### config.mk
export PLATFORM = sky130hd
export DESIGN_NAME = eight_bit_cpu_arith_group
export DESIGN_NICKNAME = d
export VERILOG_FILES = /design/src/rtl/ebcpu_pkg.sv /design/src/rtl/eight_bit_cpu_arith_group.sv /design/src/rtl/ebcpu_alu.sv
export SDC_FILE = /design/constraint.sdc
export NUM_CORES = 1
export LEC_CHECK = 0
export CORE_MARGIN = 2
export CORE_UTILIZATION = 57
export DETAILED_ROUTE_END_ITERATION = 8
export DONT_BUFFER_PORTS = 1
export PLACE_DENSITY_LB_ADDON = 0.3
export SYNTH_ARGS = -nofsm -noshare
export SYNTH_HDL_FRONTEND = slang
export SYNTH_SLANG_ARGS = --single-unit
export TNS_END_PERCENT = 1
### constraint.sdc
create_clock -name clock -period 6.1 [get_ports clock]
set_input_delay 1.22 -clock clock [delete_from_list [all_inputs] [get_ports clock]]
set_output_delay 1.22 -clock clock [all_outputs]
set_load 0.05 [all_outputs]
### src/rtl/ebcpu_pkg.sv
// shared types, codes and flag helpers of the 8-bit cpu arithmetic group
`default_nettype none

package ebcpu_pkg;

   // instruction codes
   localparam logic [3:0] OP_ADD = 4'd0;
   localparam logic [3:0] OP_ADC = 4'd1;
   localparam logic [3:0] OP_SUB = 4'd2;
   localparam logic [3:0] OP_SBB = 4'd3;
   localparam logic [3:0] OP_ADI = 4'd4;
   localparam logic [3:0] OP_ACI = 4'd5;
   localparam logic [3:0] OP_SUI = 4'd6;
   localparam logic [3:0] OP_SBI = 4'd7;
   localparam logic [3:0] OP_INR = 4'd8;
   localparam logic [3:0] OP_DCR = 4'd9;
   localparam logic [3:0] OP_INX = 4'd10;
   localparam logic [3:0] OP_DCX = 4'd11;
   localparam logic [3:0] OP_DAD = 4'd12;
   localparam logic [3:0] OP_DAA = 4'd13;

   // operand register codes with a meaning of their own
   localparam logic [2:0] SEL_M = 3'd6;
   localparam logic [2:0] SEL_A = 3'd7;

   // register pair codes
   localparam logic [1:0] PAIR_HL  = 2'd2;
   localparam logic [1:0] PAIR_BAD = 2'd3;

   // rows of the pair memory: bc, de, hl
   localparam int PAIR_ROWS = 3;

   // flag bit positions
   localparam int FLAG_S  = 4;
   localparam int FLAG_Z  = 3;
   localparam int FLAG_AC = 2;
   localparam int FLAG_P  = 1;
   localparam int FLAG_CY = 0;

   typedef struct packed {
      logic [3:0] op;
      logic [2:0] reg_sel;
      logic [1:0] pair_sel;
      logic [7:0] immediate;
      logic [7:0] mem_data;
   } req_item_type;

   typedef struct packed {
      req_item_type req;
      logic [7:0]   acc;
      logic [4:0]   flags;
      logic [15:0]  row_data;
      logic [15:0]  hl;
   } alu_in_type;

   typedef struct packed {
      logic [7:0]  acc;
      logic [4:0]  flags;
      logic [15:0] hl;
      logic        row_we;
      logic [1:0]  row_addr;
      logic [15:0] row_data;
      logic        mem_write;
      logic [7:0]  mem_wdata;
      logic        error;
   } alu_out_type;

   // sign, zero and even parity of a result byte
   function automatic logic [4:0] szp_flags(input logic [7:0] v);
      logic [4:0] f;
      f = '0;
      f[FLAG_S] = v[7];
      f[FLAG_Z] = (v == 8'h00);
      f[FLAG_P] = ~^v;
      return f;
   endfunction

endpackage

`default_nettype wire

### src/rtl/eight_bit_cpu_arith_group.sv
// top level of the 8-bit cpu arithmetic group: pair memory, pipeline and result register
//
// channel   dir   handshake            payload
// req_      in    req_tvalid/tready    req_tdata  (instruction item)
// rsp_      out   rsp_tvalid/tready    rsp_tdata  (result item)
//
// one item per cycle while rsp_ is not stalled; a result shows on rsp_ once its item has passed
// stage one (item and bc/de/hl pair memory read registered) and been executed and written back
// a pair written by one item and read by the next is forwarded around the memory
// synchronous reset clears a, flags, the hl copy, the pair row and pipeline valid bits
// a stalled result holds in the output register while one more item is taken
`default_nettype none

module eight_bit_cpu_arith_group (
   input  wire logic        clock,
   input  wire logic        reset,
   input  wire logic        req_tvalid,
   output logic             req_tready,
   // req_type[3:0], reg_sel[6:4], pair_sel[8:7], immediate[16:9], mem_data[24:17]
   input  wire logic [31:0] req_tdata,
   output logic             rsp_tvalid,
   input  wire logic        rsp_tready,
   // acc_out[7:0], flags_out[12:8], mem_write[13], mem_wdata[21:14],
   // hl_addr[37:22], error[38]
   output logic [39:0]      rsp_tdata
);

   // bc, de and hl rows, b/d/h in the high byte
   logic [15:0] pair_mem [ebcpu_pkg::PAIR_ROWS];

   logic                         req_accept;
   ebcpu_pkg::req_item_type      req_item;
   logic [1:0]                   rd_row;
   logic                         rd_en;
   logic                         wr_en;
   logic                         s1_fire;

   // stage one: item waiting on its memory read
   logic                         s1_valid_ff;
   ebcpu_pkg::req_item_type      s1_req_ff;
   logic [15:0]                  rd_data_ff;
   logic                         rd_vld_ff;
   logic                         byp_hit_ff;
   logic [15:0]                  byp_data_ff;
   logic [ebcpu_pkg::PAIR_ROWS-1:0] row_vld_ff;

   // architectural state held in flops
   logic [7:0]                   acc_ff;
   logic [4:0]                   flags_ff;
   logic [15:0]                  hl_ff;

   // output register
   logic                         rsp_valid_ff;
   logic [39:0]                  rsp_data_ff;
   logic [39:0]                  rsp_data_in;

   logic [15:0]                  row_q;
   ebcpu_pkg::alu_in_type        alu_in;
   ebcpu_pkg::alu_out_type       alu_out;

   assign req_item.op        = req_tdata[3:0];
   assign req_item.reg_sel   = req_tdata[6:4];
   assign req_item.pair_sel  = req_tdata[8:7];
   assign req_item.immediate = req_tdata[16:9];
   assign req_item.mem_data  = req_tdata[24:17];

   // stage one moves on when the output register is free or being drained
   assign s1_fire    = s1_valid_ff && (!rsp_valid_ff || rsp_tready);
   assign req_tready = !s1_valid_ff || s1_fire;
   assign req_accept = req_tvalid && req_tready;

   // pair ops address by pair_sel, register ops by the register's row
   always_comb begin
      if ((req_item.op == ebcpu_pkg::OP_INX) || (req_item.op == ebcpu_pkg::OP_DCX) ||
          (req_item.op == ebcpu_pkg::OP_DAD)) begin
         rd_row = req_item.pair_sel;
      end else begin
         rd_row = req_item.reg_sel[2:1];
      end
   end

   // m, a and the illegal pair have no row
   assign rd_en = req_accept && (rd_row != ebcpu_pkg::PAIR_BAD);
   assign wr_en = s1_fire && alu_out.row_we;

   // forwarded row beats the memory, a never written row reads as zero
   assign row_q = byp_hit_ff ? byp_data_ff : (rd_vld_ff ? rd_data_ff : 16'h0000);

   assign alu_in.req      = s1_req_ff;
   assign alu_in.acc      = acc_ff;
   assign alu_in.flags    = flags_ff;
   assign alu_in.row_data = row_q;
   assign alu_in.hl       = hl_ff;

   ebcpu_alu u_alu (
      .alu_in  (alu_in),
      .alu_out (alu_out)
   );

   assign rsp_data_in = {1'b0, alu_out.error, alu_out.hl, alu_out.mem_wdata,
                         alu_out.mem_write, alu_out.flags, alu_out.acc};

   // pair memory, one write and one registered read a cycle
   always_ff @(posedge clock) begin
      if (wr_en) begin
         pair_mem[alu_out.row_addr] <= alu_out.row_data;
      end
      if (rd_en) begin
         rd_data_ff  <= pair_mem[rd_row];
         byp_data_ff <= alu_out.row_data;
      end
   end

   // pipeline control and state
   always_ff @(posedge clock) begin
      if (reset) begin
         s1_valid_ff  <= 1'b0;
         rd_vld_ff    <= 1'b0;
         byp_hit_ff   <= 1'b0;
         row_vld_ff   <= '0;
         acc_ff       <= 8'h00;
         flags_ff     <= 5'h00;
         hl_ff        <= 16'h0000;
         rsp_valid_ff <= 1'b0;
      end else begin
         if (req_accept) begin
            s1_valid_ff <= 1'b1;
         end else if (s1_fire) begin
            s1_valid_ff <= 1'b0;
         end
         if (rd_en) begin
            rd_vld_ff  <= row_vld_ff[rd_row];
            // the row being written this edge is read stale, so keep the new value
            byp_hit_ff <= wr_en && (alu_out.row_addr == rd_row);
         end
         if (wr_en) begin
            row_vld_ff[alu_out.row_addr] <= 1'b1;
         end
         if (s1_fire) begin
            acc_ff   <= alu_out.acc;
            flags_ff <= alu_out.flags;
            hl_ff    <= alu_out.hl;
         end
         if (s1_fire) begin
            rsp_valid_ff <= 1'b1;
         end else if (rsp_tready) begin
            rsp_valid_ff <= 1'b0;
         end
      end
   end

   // payload registers
   always_ff @(posedge clock) begin
      if (req_accept) begin
         s1_req_ff <= req_item;
      end
      if (s1_fire) begin
         rsp_data_ff <= rsp_data_in;
      end
   end

   assign rsp_tvalid = rsp_valid_ff;
   assign rsp_tdata  = rsp_data_ff;

endmodule

`default_nettype wire

### src/rtl/ebcpu_alu.sv
// execute unit: next accumulator, flags, pair row and memory write of one item
`default_nettype none

module ebcpu_alu (
   input  ebcpu_pkg::alu_in_type  alu_in,
   output ebcpu_pkg::alu_out_type alu_out
);

   logic [7:0]  src_reg;
   logic [7:0]  src_rm;
   logic [7:0]  src_arith;
   logic [7:0]  opnd;
   logic        is_sub;
   logic        use_cy;
   logic        cy;
   logic        cin;
   logic [8:0]  sum9;
   logic [4:0]  low5;
   logic [7:0]  step_r;
   logic        step_ac;
   logic [15:0] row_mod;
   logic [15:0] pair_r;
   logic [16:0] dad_sum;
   logic [7:0]  corr;
   logic        daa_cy;
   logic [7:0]  daa_r;
   logic [4:0]  daa_low;

   always_comb begin
      cy        = alu_in.flags[ebcpu_pkg::FLAG_CY];
      src_reg   = (alu_in.req.reg_sel == ebcpu_pkg::SEL_A) ? alu_in.acc :
                  (alu_in.req.reg_sel[0] ? alu_in.row_data[7:0] : alu_in.row_data[15:8]);
      src_rm    = (alu_in.req.reg_sel == ebcpu_pkg::SEL_M) ? alu_in.req.mem_data : src_reg;
      src_arith = alu_in.req.op[2] ? alu_in.req.immediate : src_rm;

      // add and subtract share one adder, subtract as a + ~op + carry
      is_sub = alu_in.req.op[1];
      use_cy = alu_in.req.op[0];
      opnd   = is_sub ? ~src_arith : src_arith;
      cin    = is_sub ? (use_cy ? ~cy : 1'b1) : (use_cy & cy);
      sum9   = {1'b0, alu_in.acc} + {1'b0, opnd} + {8'h00, cin};
      low5   = {1'b0, alu_in.acc[3:0]} + {1'b0, opnd[3:0]} + {4'h0, cin};

      // increment and decrement of one byte
      if (alu_in.req.op == ebcpu_pkg::OP_INR) begin
         step_r  = src_rm + 8'd1;
         step_ac = (src_rm[3:0] == 4'hf);
      end else begin
         step_r  = src_rm - 8'd1;
         step_ac = (src_rm[3:0] != 4'h0);
      end
      row_mod = alu_in.req.reg_sel[0] ? {alu_in.row_data[15:8], step_r}
                                      : {step_r, alu_in.row_data[7:0]};

      pair_r  = (alu_in.req.op == ebcpu_pkg::OP_INX) ? alu_in.row_data + 16'd1
                                                    : alu_in.row_data - 16'd1;
      dad_sum = {1'b0, alu_in.hl} + {1'b0, alu_in.row_data};

      // decimal adjust
      corr   = 8'h00;
      daa_cy = cy;
      if ((alu_in.acc[3:0] > 4'd9) || alu_in.flags[ebcpu_pkg::FLAG_AC]) begin
         corr[3:0] = 4'h6;
      end
      if ((alu_in.acc > 8'h99) || cy) begin
         corr[7:4] = 4'h6;
         daa_cy    = 1'b1;
      end
      daa_r   = alu_in.acc + corr;
      daa_low = {1'b0, alu_in.acc[3:0]} + {1'b0, corr[3:0]};

      alu_out           = '0;
      alu_out.acc       = alu_in.acc;
      alu_out.flags     = alu_in.flags;
      alu_out.hl        = alu_in.hl;
      alu_out.row_addr  = alu_in.req.reg_sel[2:1];
      alu_out.row_data  = alu_in.row_data;

      case (alu_in.req.op) inside
         ebcpu_pkg::OP_ADD, ebcpu_pkg::OP_ADC, ebcpu_pkg::OP_ADI, ebcpu_pkg::OP_ACI,
         ebcpu_pkg::OP_SUB, ebcpu_pkg::OP_SBB, ebcpu_pkg::OP_SUI, ebcpu_pkg::OP_SBI: begin
            alu_out.acc   = sum9[7:0];
            alu_out.flags = ebcpu_pkg::szp_flags(sum9[7:0]);
            alu_out.flags[ebcpu_pkg::FLAG_CY] = sum9[8] ^ is_sub;
            alu_out.flags[ebcpu_pkg::FLAG_AC] = low5[4];
         end
         ebcpu_pkg::OP_INR, ebcpu_pkg::OP_DCR: begin
            alu_out.flags = ebcpu_pkg::szp_flags(step_r);
            alu_out.flags[ebcpu_pkg::FLAG_AC] = step_ac;
            alu_out.flags[ebcpu_pkg::FLAG_CY] = cy;
            if (alu_in.req.reg_sel == ebcpu_pkg::SEL_M) begin
               alu_out.mem_write = 1'b1;
               alu_out.mem_wdata = step_r;
            end else if (alu_in.req.reg_sel == ebcpu_pkg::SEL_A) begin
               alu_out.acc = step_r;
            end else begin
               alu_out.row_we   = 1'b1;
               alu_out.row_data = row_mod;
               if (alu_in.req.reg_sel[2:1] == ebcpu_pkg::PAIR_HL) begin
                  alu_out.hl = row_mod;
               end
            end
         end
         ebcpu_pkg::OP_INX, ebcpu_pkg::OP_DCX: begin
            if (alu_in.req.pair_sel == ebcpu_pkg::PAIR_BAD) begin
               alu_out.error = 1'b1;
            end else begin
               alu_out.row_we   = 1'b1;
               alu_out.row_addr = alu_in.req.pair_sel;
               alu_out.row_data = pair_r;
               if (alu_in.req.pair_sel == ebcpu_pkg::PAIR_HL) begin
                  alu_out.hl = pair_r;
               end
            end
         end
         ebcpu_pkg::OP_DAD: begin
            if (alu_in.req.pair_sel == ebcpu_pkg::PAIR_BAD) begin
               alu_out.error = 1'b1;
            end else begin
               alu_out.row_we   = 1'b1;
               alu_out.row_addr = ebcpu_pkg::PAIR_HL;
               alu_out.row_data = dad_sum[15:0];
               alu_out.hl       = dad_sum[15:0];
               alu_out.flags[ebcpu_pkg::FLAG_CY] = dad_sum[16];
            end
         end
         ebcpu_pkg::OP_DAA: begin
            alu_out.acc   = daa_r;
            alu_out.flags = ebcpu_pkg::szp_flags(daa_r);
            alu_out.flags[ebcpu_pkg::FLAG_CY] = daa_cy;
            alu_out.flags[ebcpu_pkg::FLAG_AC] = daa_low[4];
         end
         default: begin
            alu_out.error = 1'b1;
         end
      endcase
   end

endmodule

`default_nettype wire

==> results.md <==
* Die area at approximately 21000 um2
* RSZ-0062 raised after global routing: no
* Total Wirelength at between 30000 and 40000 um
* Number of remaining DRC errors at 0
* Total clock sinks at 180
* Post-synthesis average cell area at approximately 10 um2
* Placer Congestion at 0.987
* Die span in x at ~150 um
* Seq/Total Area, Yosys at between 40% and 50%
* Slew margin rel. at between 20% and 30%
* Reg2reg path depth at 17
* Share of Yosys cell area claimed by the top area cell type at between 30% and 40%
* FP Rows at slightly above 50
* TritonCTS Buffers at 17
* Endpoint, Worst Hold: row_vld_ff[2]
* Layout cells sized above 1 at 9.69%
* Area leader, netlist: edfxtp_1
* Area added between synthesis and finish at 7.46%
* Leakage Power at between 0.004 and 0.005 uW
* Max Fclk at between 200 and 250 MHz
* Int Power at between 2000 and 2500 uW
* Worst hold margin at 0.473 ns
* Psw at 1050 uW
* Antenna violations before repair at 1
* Critical-path cell list: nand2_2 > mux4_2 > mux2i_1 > xnor2_1 > fa_1 > fa_1 > a21o_1 > a21oi_1 > o21bai_1 > a21oi_1 > xor2_1 > ha_1 > xor2_1 > xnor2_1 > o21ai_1 > mux2i_1 > nor2_1
* Core area at ~20000 um2
* Grt peak-use layer: met2
* Per-cell routed wire length at roughly 22 um
* EDFF count, synth at approximately 140
* Hold depth at 2
* Crit path from: alu_in[65]
* # nets final at roughly 1200
* Fin. max-slew vios at 0
* Final setup margin at 1.13 ns
* Status: finished, final reports clean
* Peak supply drop at about 0.24 mV
* Gr usage total at between 20% and 30%
* CTS Root Cell: clkbuf_16
* Grt met2 use at a little over two fifths
* Seq pwr share at a little under half
* Synth Register Bits at between 150 and 200
* Clock Power Share at a little over a third
* Starting Density at 58.6%
* Cell area after layout at around 12000 um2
* HP Start: row_vld_ff[2]
* Slew @ Worst Pin at 1.20 ns
* Kind of critical path: reg -> reg
* Post-CTS Hold Fix Bufs at 0
* Ports at 78
* Number of diodes at 0
* Asr flop ratio synth at 0%
* GRT met3 Usage at between 7 and 8%
* Setup repair bufs after CTS at 0
* CP peak stage delay at roughly 0.7 ns
* Crit path capture type: flip-flop
* Sw Share at about a third
* Starting DRT DRC Count at 968
* Setup slack at placement at about 1.2 ns
* Fin. Hold Viols at 0
* Max-Cap Viols at 0
* Largest net degree at the start of global routing at 66
* CP startpoint kind: flip-flop
* Prevailing post-synth register cell: edfxtp_1
* Area of placed instances at approximately 12000 um2
* Reg2reg setup slack at between 1 and 1.5 ns
* Clk_lat worst skew at roughly 0.46 ns
* Required time of the critical path at between 6 and 7 ns
* Final period utilization at 81.4%
* Routed Antenna Nets at 0
* RR Endpoint: flags_ff[1]
* TritonRoute pass-1 iters at 7
* Met1 Resource Use GR at between 40% and 50%
* Mapped Nets at approximately 1200
* Max clock buf depth at 2
* H-tree levels at 4
* Vias at 9251
* DP Wirelength at between 20000 and 25000 um
* Hold crit path type: reg -> reg
* Ys Warns at 0
* Total grt overflow at 0
* Critical path's slowest cell: mux4_2
* Final setup fails at 0
* Top cells by count, synth: edfxtp_1 (144), nor2_1 (112), nand2_1 (107), a21oi_1 (87), o21ai_0 (72)
* Most frequent cell after synthesis: edfxtp_1
* Min Tclk post-route at 4.97 ns
* Fin Clk Skew at 0.0252 ns
* Largest cells by area after synthesis: edfxtp_1 (38%), ha_1 (6.4%), dfxtp_1 (6.3%), a21oi_1 (3.8%), nor2_1 (3.7%)
* Post-synth cell types at 98
* Vias in the first global route at roughly 8500
* Vias per cell at 6.61
* R2r startpoint: alu_in[65]
* Gates resized, CTS repair at 0
* Mapped cell area at 11500 um2
* Reg clk slew, reported paths at 0.08 ns
* Setup Total Neg Slack at 0 ns
* CP Data Arrival Time at around 5.3 ns
* First-pass GRT wire length at between 40000 and 50000 um
* Synth Instances at 1143
* Max FO, Critical Path at 15
* Die height at about 150 um
* TritonCTS clock tree: yes
* IO buf count at 0
* PD cells at 266 nW/um2
* Comb pwr share at a little under a fifth
## metal layers
layer  vias up  wire length [um]  share of wire (%)
li1       4266                 -                  -
met1      4383             13400                 43
met2       521             13500                 43
met3        79              3190                 10
met4         2              1010                3.2
met5         -                40               0.13
## power groups by stage
stage | registers, uW | clock network, uW | logic [uW]
after floorplan | 1520 | 0 | 456
after global placement | 1540 | 0 | 578
after detailed placement | 1540 | 0 | 591
after CTS | 1520 | 1180 | 594
after global routing | 1520 | 1220 | 656
final | 1520 | 1170 | 605
## layout by cell type, fill, tap and decap left out, types with 22 or more instances in the layout
master	n
edfxtp_1	144
nor2_1	111
nand2_1	107
a21oi_1	87
o21ai_0	72
ha_1	59
xnor2_1	45
dfxtp_1	36
mux2i_1	32
inv_1	31
a31oi_1	22
## per-stage QoR
step / instances / total power, uW / utilization [%]
floorplan: 1143 / 1980 / -
global placement: 1368 / 2120 / 59.7
detailed placement: 1368 / 2140 / 59.7
CTS: 1400 / 3290 / 63.0
global route: 1400 / 3400 / 63.0
finish: 1400 / 3290 / 63.0
## state kept, by name (all words and copies together) (netlist names)
register     cells
pair_mem        48
rsp_tdata       39
alu_in          25
byp_data_ff     16
hl_ff           16
rd_data_ff      16
acc_ff           8
flags_ff         5
row_vld_ff       3
byp_hit_ff       1
rd_vld_ff        1
rsp_tvalid       1
s1_valid_ff      1
## final cells by class
cell class / count / area, um2
fill: 1625 / 7280
sequential: 180 / 5040
inverter: 33 / 124
timing repair buffer: 20 / 150
multi-input combinational: 870 / 6090
clock buffer: 17 / 425
clock inverter: 15 / 208
tap: 265 / 332
## worst max-delay path by stage
stage,to,slack [ns]
after floorplan,flags_ff[1],1.73
after global placement,flags_ff[1],1.24
after detailed placement,flags_ff[1],1.16
after CTS,flags_ff[1],1.15
after global routing,flags_ff[1],0.79
final,flags_ff[1],1.13
## logic make-up (layout without fill, tap and decap cells)
family	Yosys count	count (layout)	share of synthesized area (%)
AO/OA/AOI/OAI	380	380	22.7
XOR/XNOR	62	62	5.11
adder cells (fa/ha/maj)	65	65	7.45
buffers and inverters	93	85	3.35
flip-flops	180	180	43.8
multiplexers	47	47	4.97
other	1	1	0.0326
AND/OR/NAND/NOR	315	315	12.6
## worst max-delay path, delay by kind of cell (launching register included)
family | cells | cell delay (ns)
AND/OR/NAND/NOR | 2 | 0.46
XOR/XNOR | 4 | 0.69
AO/OA/AOI/OAI | 5 | 0.93
flip-flops | 1 | 0.57
adder cells (fa/ha/maj) | 3 | 1.13
multiplexers | 3 | 1.10
(Power assumes the default switching activity.)
